`src/rtl/core/dta_pkg.sv`:
```
// ----------------------------------------------------------------------------
// dta_pkg
// Shared constants and types of the down-counter time accumulator.
// ----------------------------------------------------------------------------
package dta_pkg;

  localparam int unsigned CntW    = 24;  // counter sample / reload width
  localparam int unsigned TicksPerUs = 3;
  localparam int unsigned UsPerMs = 1000;

  localparam logic [CntW-1:0] ReloadRst = 24'd5999999;

  // floor(x/3) = (x * ceil(2^26/3)) >> 26, exact for x < 2^25
  localparam int unsigned    Div3Shift = 26;
  localparam logic [24:0]    Div3Mult  = 25'd22369622;
  // floor(x/1000) = (x * ceil(2^33/1000)) >> 33, exact for x < 2^24
  localparam int unsigned    Div1kShift = 33;
  localparam logic [23:0]    Div1kMult  = 24'd8589935;

  localparam int unsigned QbW = 23;  // ticks / 3
  localparam int unsigned QmW = 14;  // (ticks / 3) / 1000
  localparam int unsigned RmW = 10;  // (ticks / 3) % 1000
  localparam int unsigned RbW = 2;   // ticks % 3

  localparam int unsigned FifoDepth = 8;
  localparam int unsigned FifoPtrW  = 3;
  localparam int unsigned FifoCntW  = 4;

  // One classified sample: ticks split into whole us and ms parts
  typedef struct packed {
    logic [QbW-1:0] qb;  // whole microseconds of this step
    logic [RbW-1:0] rb;  // leftover ticks of this step
    logic [QmW-1:0] qm;  // whole milliseconds of qb
    logic [RmW-1:0] rm;  // leftover microseconds of qb
  } dta_item_t;

  typedef struct packed {
    logic full;
    logic empty;
  } dta_fifo_st_t;

endpackage

```
`src/rtl/core/downcounter_time_accumulator.sv`:
```
// ----------------------------------------------------------------------------
// downcounter_time_accumulator
// Microsecond / millisecond timebase from samples of a 24-bit down-counter.
// ----------------------------------------------------------------------------
// Throughput: one beat per cycle while the output side accepts; the 4-stage
//   front pipeline plus the 8-entry queue cover the credit round trip.
// Reset: async active low; totals, carries and previous sample clear to 0,
//   reload register comes up at 5999999.
module downcounter_time_accumulator import dta_pkg::*; (
  input  logic            clk_i,
  input  logic            rst_ni,
  input  logic            cfg_we_i,
  input  logic [CntW-1:0] cfg_wdata_i,    // reload_value
  input  logic            s_axis_tvalid,
  output logic            s_axis_tready,
  input  logic [23:0]     s_axis_tdata,   // [23:0] count_sample
  output logic            m_axis_tvalid,
  input  logic            m_axis_tready,
  output logic [63:0]     m_axis_tdata    // [31:0] micros_total, [63:32] millis_total
);

  logic         push;
  dta_item_t    push_item;
  logic         fifo_valid;
  dta_item_t    fifo_item;
  dta_fifo_st_t fifo_st;
  logic         pop;
  logic [31:0]  micros;
  logic [31:0]  millis;

  // Front: elapsed ticks (wrap through reload), then /3 and /1000 splits.
  // Admission is credit based, so the queue can never overflow.
  dta_front u_front (
    .clk_i        (clk_i),
    .rst_ni       (rst_ni),
    .cfg_we_i     (cfg_we_i),
    .cfg_wdata_i  (cfg_wdata_i),
    .in_valid_i   (s_axis_tvalid),
    .in_ready_o   (s_axis_tready),
    .in_sample_i  (s_axis_tdata[CntW-1:0]),
    .credit_ret_i (pop),
    .push_o       (push),
    .push_item_o  (push_item)
  );

  dta_fifo u_fifo (
    .clk_i       (clk_i),
    .rst_ni      (rst_ni),
    .push_i      (push),
    .push_item_i (push_item),
    .pop_i       (pop),
    .valid_o     (fifo_valid),
    .item_o      (fifo_item),
    .status_o    (fifo_st)
  );

  // Back: tick and microsecond carries fold in with one compare/subtract
  // each; the output register decouples it from the downstream side.
  dta_back u_back (
    .clk_i        (clk_i),
    .rst_ni       (rst_ni),
    .fifo_valid_i (fifo_valid),
    .fifo_item_i  (fifo_item),
    .pop_o        (pop),
    .out_valid_o  (m_axis_tvalid),
    .out_ready_i  (m_axis_tready),
    .micros_o     (micros),
    .millis_o     (millis)
  );

  assign m_axis_tdata = {millis, micros};

`ifndef NO_ASSERTIONS
  // credits keep the front from pushing into a full queue
  a_no_overflow: assert property (@(posedge clk_i) disable iff (!rst_ni)
    (push && fifo_st.full) |-> pop)
    else $error("queue overflow");

  // a new result only shows up after a queue entry was consumed
  a_result_from_pop: assert property (@(posedge clk_i) disable iff (!rst_ni)
    $rose(m_axis_tvalid) |-> $past(pop))
    else $error("result beat without a queue pop");

  // nothing is popped from an empty queue
  a_no_underflow: assert property (@(posedge clk_i) disable iff (!rst_ni)
    fifo_st.empty |-> !pop)
    else $error("queue underflow");
`endif

endmodule

```
`src/rtl/core/dta_front.sv`:
```
// ----------------------------------------------------------------------------
// dta_front
// Accepts counter samples, derives elapsed ticks and splits them into
// microsecond and millisecond parts over a short pipeline.
// ----------------------------------------------------------------------------
module dta_front import dta_pkg::*; (
  input  logic            clk_i,
  input  logic            rst_ni,
  input  logic            cfg_we_i,
  input  logic [CntW-1:0] cfg_wdata_i,
  input  logic            in_valid_i,
  output logic            in_ready_o,
  input  logic [CntW-1:0] in_sample_i,
  input  logic            credit_ret_i,  // one queue slot freed
  output logic            push_o,
  output dta_item_t       push_item_o
);

  logic [CntW-1:0]     reload_q;
  logic [CntW-1:0]     prev_q;
  logic [FifoCntW-1:0] credit_q, credit_d;
  logic                accept;

  logic            s0_valid_q, s1_valid_q, s2_valid_q, s3_valid_q;
  logic [CntW-1:0] s0_ticks_q, s0_ticks_d;
  logic [CntW-1:0] s1_ticks_q;
  logic [QbW-1:0]  s1_qb_q, s2_qb_q;
  logic [RbW-1:0]  s2_rb_q;
  logic [QmW-1:0]  s2_qm_q;
  dta_item_t       s3_item_q;

  logic [48:0]     prod3;
  logic [46:0]     prod1k;
  logic [CntW-1:0] qb_x3;
  logic [CntW-1:0] qm_x1k;
  logic [CntW:0]   wrap_sum;

  assign in_ready_o = (credit_q != '0);
  assign accept     = in_valid_i & in_ready_o;

  // equal sample counts as a wrap; reload below sample adds nothing
  always_comb begin
    wrap_sum = {1'b0, prev_q};
    if (reload_q > in_sample_i) begin
      wrap_sum = {1'b0, prev_q} + {1'b0, reload_q} - {1'b0, in_sample_i};
    end
    if (in_sample_i < prev_q) begin
      s0_ticks_d = prev_q - in_sample_i;
    end else begin
      s0_ticks_d = wrap_sum[CntW-1:0];  // at most the larger of reload and sample
    end
  end

  assign prod3  = 49'(s0_ticks_q) * 49'(Div3Mult);
  assign qb_x3  = CntW'(s1_qb_q) * CntW'(TicksPerUs);
  assign prod1k = 47'(s1_qb_q) * 47'(Div1kMult);
  assign qm_x1k = CntW'(s2_qm_q) * CntW'(UsPerMs);

  always_comb begin
    credit_d = credit_q;
    case ({accept, credit_ret_i})
      2'b10:   credit_d = credit_q - FifoCntW'(1);
      2'b01:   credit_d = credit_q + FifoCntW'(1);
      default: credit_d = credit_q;
    endcase
  end

  always_ff @(posedge clk_i or negedge rst_ni) begin
    if (!rst_ni) begin
      reload_q   <= ReloadRst;
      prev_q     <= '0;
      credit_q   <= FifoCntW'(FifoDepth);
      s0_valid_q <= 1'b0;
      s1_valid_q <= 1'b0;
      s2_valid_q <= 1'b0;
      s3_valid_q <= 1'b0;
    end else begin
      if (cfg_we_i) begin
        reload_q <= cfg_wdata_i;
      end
      if (accept) begin
        prev_q <= in_sample_i;
      end
      credit_q   <= credit_d;
      s0_valid_q <= accept;
      s1_valid_q <= s0_valid_q;
      s2_valid_q <= s1_valid_q;
      s3_valid_q <= s2_valid_q;
    end
  end

  // datapath, no reset
  always_ff @(posedge clk_i) begin
    s0_ticks_q      <= s0_ticks_d;
    s1_ticks_q      <= s0_ticks_q;
    s1_qb_q         <= prod3[Div3Shift +: QbW];
    s2_qb_q         <= s1_qb_q;
    s2_rb_q         <= RbW'(s1_ticks_q - qb_x3);
    s2_qm_q         <= prod1k[Div1kShift +: QmW];
    s3_item_q.qb    <= s2_qb_q;
    s3_item_q.rb    <= s2_rb_q;
    s3_item_q.qm    <= s2_qm_q;
    s3_item_q.rm    <= RmW'(CntW'(s2_qb_q) - qm_x1k);
  end

  assign push_o      = s3_valid_q;
  assign push_item_o = s3_item_q;

endmodule

```
`src/rtl/core/dta_fifo.sv`:
```
// ----------------------------------------------------------------------------
// dta_fifo
// Small queue of classified samples between front and back.
// ----------------------------------------------------------------------------
module dta_fifo import dta_pkg::*; (
  input  logic         clk_i,
  input  logic         rst_ni,
  input  logic         push_i,
  input  dta_item_t    push_item_i,
  input  logic         pop_i,
  output logic         valid_o,
  output dta_item_t    item_o,
  output dta_fifo_st_t status_o
);

  dta_item_t           mem_q [FifoDepth];
  logic [FifoPtrW-1:0] wr_ptr_q, rd_ptr_q;
  logic [FifoCntW-1:0] count_q;

  assign valid_o         = (count_q != '0);
  assign item_o          = mem_q[rd_ptr_q];
  assign status_o.empty  = (count_q == '0);
  assign status_o.full   = (count_q == FifoCntW'(FifoDepth));

  always_ff @(posedge clk_i or negedge rst_ni) begin
    if (!rst_ni) begin
      wr_ptr_q <= '0;
      rd_ptr_q <= '0;
      count_q  <= '0;
    end else begin
      if (push_i) begin
        wr_ptr_q <= wr_ptr_q + FifoPtrW'(1);
      end
      if (pop_i) begin
        rd_ptr_q <= rd_ptr_q + FifoPtrW'(1);
      end
      case ({push_i, pop_i})
        2'b10:   count_q <= count_q + FifoCntW'(1);
        2'b01:   count_q <= count_q - FifoCntW'(1);
        default: count_q <= count_q;
      endcase
    end
  end

  always_ff @(posedge clk_i) begin
    if (push_i) begin
      mem_q[wr_ptr_q] <= push_item_i;
    end
  end

endmodule

```
`src/rtl/core/dta_back.sv`:
```
// ----------------------------------------------------------------------------
// dta_back
// Folds carries into each classified sample and advances the totals.
// ----------------------------------------------------------------------------
module dta_back import dta_pkg::*; (
  input  logic        clk_i,
  input  logic        rst_ni,
  input  logic        fifo_valid_i,
  input  dta_item_t   fifo_item_i,
  output logic        pop_o,
  output logic        out_valid_o,
  input  logic        out_ready_i,
  output logic [31:0] micros_o,
  output logic [31:0] millis_o
);

  logic [RbW-1:0] tick_carry_q, tick_carry_d;
  logic [RmW-1:0] micro_carry_q, micro_carry_d;
  logic [31:0]    micro_sum_q, micro_sum_d;
  logic [31:0]    milli_sum_q, milli_sum_d;
  logic           out_valid_q;
  logic [2:0]     tick_sum;
  logic           us_inc;
  logic [RmW:0]   us_rem;
  logic           ms_inc;

  assign pop_o = fifo_valid_i & (~out_valid_q | out_ready_i);

  always_comb begin
    tick_sum     = 3'(fifo_item_i.rb) + 3'(tick_carry_q);  // < 2*3
    us_inc       = (tick_sum >= 3'(TicksPerUs));
    tick_carry_d = us_inc ? RbW'(tick_sum - 3'(TicksPerUs)) : RbW'(tick_sum);
    micro_sum_d  = micro_sum_q + 32'(fifo_item_i.qb) + 32'(us_inc);

    us_rem        = (RmW+1)'(fifo_item_i.rm) + (RmW+1)'(micro_carry_q)
                  + (RmW+1)'(us_inc);                     // < 2*1000
    ms_inc        = (us_rem >= (RmW+1)'(UsPerMs));
    micro_carry_d = ms_inc ? RmW'(us_rem - (RmW+1)'(UsPerMs)) : RmW'(us_rem);
    milli_sum_d   = milli_sum_q + 32'(fifo_item_i.qm) + 32'(ms_inc);
  end

  always_ff @(posedge clk_i or negedge rst_ni) begin
    if (!rst_ni) begin
      tick_carry_q  <= '0;
      micro_carry_q <= '0;
      micro_sum_q   <= '0;
      milli_sum_q   <= '0;
      out_valid_q   <= 1'b0;
    end else begin
      if (pop_o) begin
        tick_carry_q  <= tick_carry_d;
        micro_carry_q <= micro_carry_d;
        micro_sum_q   <= micro_sum_d;
        milli_sum_q   <= milli_sum_d;
        out_valid_q   <= 1'b1;
      end else if (out_ready_i) begin
        out_valid_q   <= 1'b0;
      end
    end
  end

  assign out_valid_o = out_valid_q;
  assign micros_o    = micro_sum_q;
  assign millis_o    = milli_sum_q;

endmodule

```
`config.mk`:
```
export PLATFORM = sky130hd
export DESIGN_NAME = downcounter_time_accumulator
export DESIGN_NICKNAME = d
export VERILOG_FILES = /design/src/rtl/core/dta_pkg.sv /design/src/rtl/core/downcounter_time_accumulator.sv /design/src/rtl/core/dta_front.sv /design/src/rtl/core/dta_fifo.sv /design/src/rtl/core/dta_back.sv
export SDC_FILE = /design/constraint.sdc
export NUM_CORES = 2
export LEC_CHECK = 0
export BUFFER_PORTS_ARGS = -buffer_cell sky130_fd_sc_hd__buf_2
export CORE_ASPECT_RATIO = 1.5
export CORE_UTILIZATION = 35
export CTS_CLUSTER_SIZE = 28
export DETAILED_ROUTE_END_ITERATION = 12
export REMOVE_ABC_BUFFERS = 1
export SYNTH_ARGS = -nofsm -noshare
export SYNTH_HDL_FRONTEND = slang
export SYNTH_SLANG_ARGS = --single-unit
```
`constraint.sdc`:
```
create_clock -name clk_i -period 7.29 [get_ports clk_i]
set_clock_uncertainty 0.15 [all_clocks]
set_input_delay 1.0935 -clock clk_i [delete_from_list [all_inputs] [get_ports clk_i]]
set_output_delay 1.0935 -clock clk_i [all_outputs]
set_load 0.05 [all_outputs]
```
==> key figures <==
Global route
  – Initial antenna violation count: 4
  – Largest net degree at the start of global routing: 80
  – GR Overflow Total: 0
  – Number of global-route vias before repair: 29950
  – First-pass GRT wire length: 164100 um
  – Total GRT Usage: 15.87%

Yosys
  – Synth top area share: 23.74%
  – Post-synthesis cell area: 46540 um^2
  – Sequential share of the synthesized area: 37.24%
  – Most frequent cell after synthesis: inv_1
  – Post-synthesis average cell area: 11.94 um^2
  – Post-synth ARST share: 22.17%
  – Post-synthesis register bit count: 645
  – YS warnings: 0
  – Number of flops mapped to enable cells by yosys: 368
  – Synth cell count leaders: inv_1, ha_1, fa_1, edfxtp_1, nand2_1
  – Ranking of synthesized cells by area: edfxtp_1, fa_1, ha_1
  – Distinct cells, synth: 74
  – Cells after Synth: 3898
  – Post-synth top flop: edfxtp_1
  – Post-synth top area cell: edfxtp_1

Critical path
  – Crit-path max FO: 7
  – Required time worst endpoint: 7.66 ns
  – CP endpoint kind: flop
  – Critical path class: reg -> reg
  – WP buf/inv: 4
  – Worst-path cell chain: ha_1 > inv_1 > fa_1 > fa_1 > fa_1 > fa_1 > inv_1 > fa_1 > inv_1 > fa_1 > inv_1 > ha_1 > a21oi_1 > o21ai_0 > nor3_1 > a21oi_2 > a221o_2 > a221o_4 > a311oi_4 > o21bai_2 > xor2_1
  – Slowest cell delay on critical path: 0.59 ns
  – Startpoint Class: flop
  – Largest delay contributor family on the critical path: adder cells
  – Crit-path slowest cell: fa_1
  – Cell mode on critical path: fa_1
  – Critical path arrival: 7.35 ns

Clock network
  – Hold Buf Count CTS: 0
  – Cts bufs inserted: 66
  – CTS tree: done
  – Clock-pin transition on the worst setup and hold timing paths: 0.06 ns
  – Max Buffers Root-to-Sink: 3
  – Clk_lat worst skew: 0.65 ns
  – CTS HTree Levels: 3
  – Root buffer cell: clkbuf_16
  – CTS sink cnt: 645

Layout
  – Area growth syn-to-layout: 11.33%
  – Layout cells sized above 1: 11.52%
  – Nets: 5192
  – # fillers: 12710

Timing
  – Final hold violation count: 0
  – Fmax: 0.1434 GHz
  – Fin crit share: 95.67%
  – Setup tns final: 0 ns
  – Max-slew violations: 0
  – RSZ-0062 raised after global routing: no
  – Setup Viol. Count Final: 0
  – Fin crit period: 6.974 ns
  – Rel. slew slack: 39.28%
  – Worst slew pin tran: 0.9107 ns

Outcome
  – Outcome: finished clean

Hold path
  – Type of the worst min-delay path: reg -> reg

Placed design
  – I/O Buffers: 118
  – DP HPWL: 82540 um
  – Gpl congestion: 0.8941

Route
  – DRC: 0
  – Final WL: 105000 um
  – WL per Instance: 17.88 um
  – Router iterations before antenna repair: 5
  – DRT antenna net count: 0
  – Iteration-0 DRC Markers: 1035
  – Routed vias: 28050
  – Drt via density: 4.776

Floorplanning
  – Die area: 134500 um^2
  – Core ar.: 131700 um^2
  – Die W: 299.7 um
  – IO Pins: 119
  – Initial core utilization: 35.32%
  – Die Y-Extent: 448.6 um
  – Row Count: 163

Run
  – Total of max-cap violations: 0
[placed cells by master (no fill, tap or decap), types with 117 or more instances in the layout]
master,count
a21oi_1,120
buf_2,117
nand2_1,196
inv_1,858
ha_1,640
dfxtp_1,130
o21ai_0,142
dfrtp_1,123
fa_1,410
edfxtp_1,368
[sequential cells by signal, summed over array words and instances, names as in the netlist]
name / flops
u_fifo.mem_q: 368
u_fifo.wr_ptr_q: 3
u_front.push_item_o: 46
u_fifo.count_q: 4
u_front.credit_q: 4
u_back.tick_carry_q: 2
u_back.micro_carry_q: 10
u_front.s2_qb_q: 23
u_front.s2_rb_q: 2
u_back.out_valid_o: 1
u_front.prev_q: 24
u_front.s2_qm_q: 14
u_front.s2_valid_q: 1
u_front.reload_q: 24
u_fifo.rd_ptr_q: 3
u_front.s0_ticks_q: 24
u_back.millis_o: 32
u_front.s0_valid_q: 1
u_front.s1_valid_q: 1
u_front.s1_qb_q: 23
u_front.push_o: 1
u_front.s1_ticks_q: 2
u_back.micros_o: 32
[what timing repair did]
| item | in CTS | in global routing |
|---|---|---|
| resized for setup | 0 | 6 |
| endpoints found under the setup margin | 0 | 13 |
| buffers inserted | 0 | 2 |
[worst paths after layout]
| check | from | to | cells past startpoint | slack (ns) |
|---|---|---|---|---|
| setup / recovery | u_front.s0_ticks_q[12] | u_front.s1_qb_q[16] | 21 | 0.32 |
| hold reg to reg | u_front.s2_qb_q[0] | u_front.push_item_o[26] | 0 | 0.16 |
| min in group asynchronous | rst_ni | u_back.millis_o[25] | 1 | 0.22 |
| hold / removal | u_front.s2_qb_q[0] | u_front.push_item_o[26] | 0 | 0.16 |
| setup reg to reg | u_front.s0_ticks_q[12] | u_front.s1_qb_q[16] | 21 | 0.32 |
| max in group asynchronous | rst_ni | u_fifo.rd_ptr_q[1] | 2 | 5.54 |
[layer usage]
metal	share of wire, %	GRT usage [%]	up-vias
li1	-	-	13430
met1	37	16.78	14020
met2	55	30.43	398
met3	3.0	2.255	193
met4	4.6	7.374	6
met5	0.032	0	-
[cell type report]
type	count	area (um^2)	area share (%)
clock buffers	82	1753	3.383
flip-flops and latches	645	17350	33.48
clock inverters	38	381.6	0.7365
well taps	1732	2167	4.182
repair buffers	178	1085	2.094
diodes	1	2.502	0.004830
multi-input cells	2339	25860	49.91
inverters	858	3221	6.216
[kinds of logic after synthesis]
logic type      count (synthesis)  synth area share [%]
fa+ha+maj                    1051                 34.89
simple gates                  494                 4.925
xor+xnor                      177                 3.331
flops                         645                 37.24
compound gates                456                 6.181
buf+inv                       914                 7.372
mux                           161                 6.062
[metrics by stage]
| step | hold slack (ns) | worst slack [ns] | util, % | std cells | instance area [um^2] |
|---|---|---|---|---|---|
| after floorplan | 0.1596 | -2.646 | - | 3842 | 46330 |
| after CTS | 0.1568 | 0.1257 | 39.31 | 5870 | 51790 |
| after global routing | 0.1638 | 0.02223 | 39.33 | 5873 | 51810 |
| after global placement | 0.1613 | 0.2722 | 37.69 | 5750 | 49660 |
| after detailed placement | 0.1621 | 0.1888 | 37.69 | 5750 | 49660 |
| final | 0.1571 | 0.3159 | 39.33 | 5873 | 51810 |
Power is not shown: default switching activity piles up to over one toggle a cycle in this logic, so the estimate is an artifact.
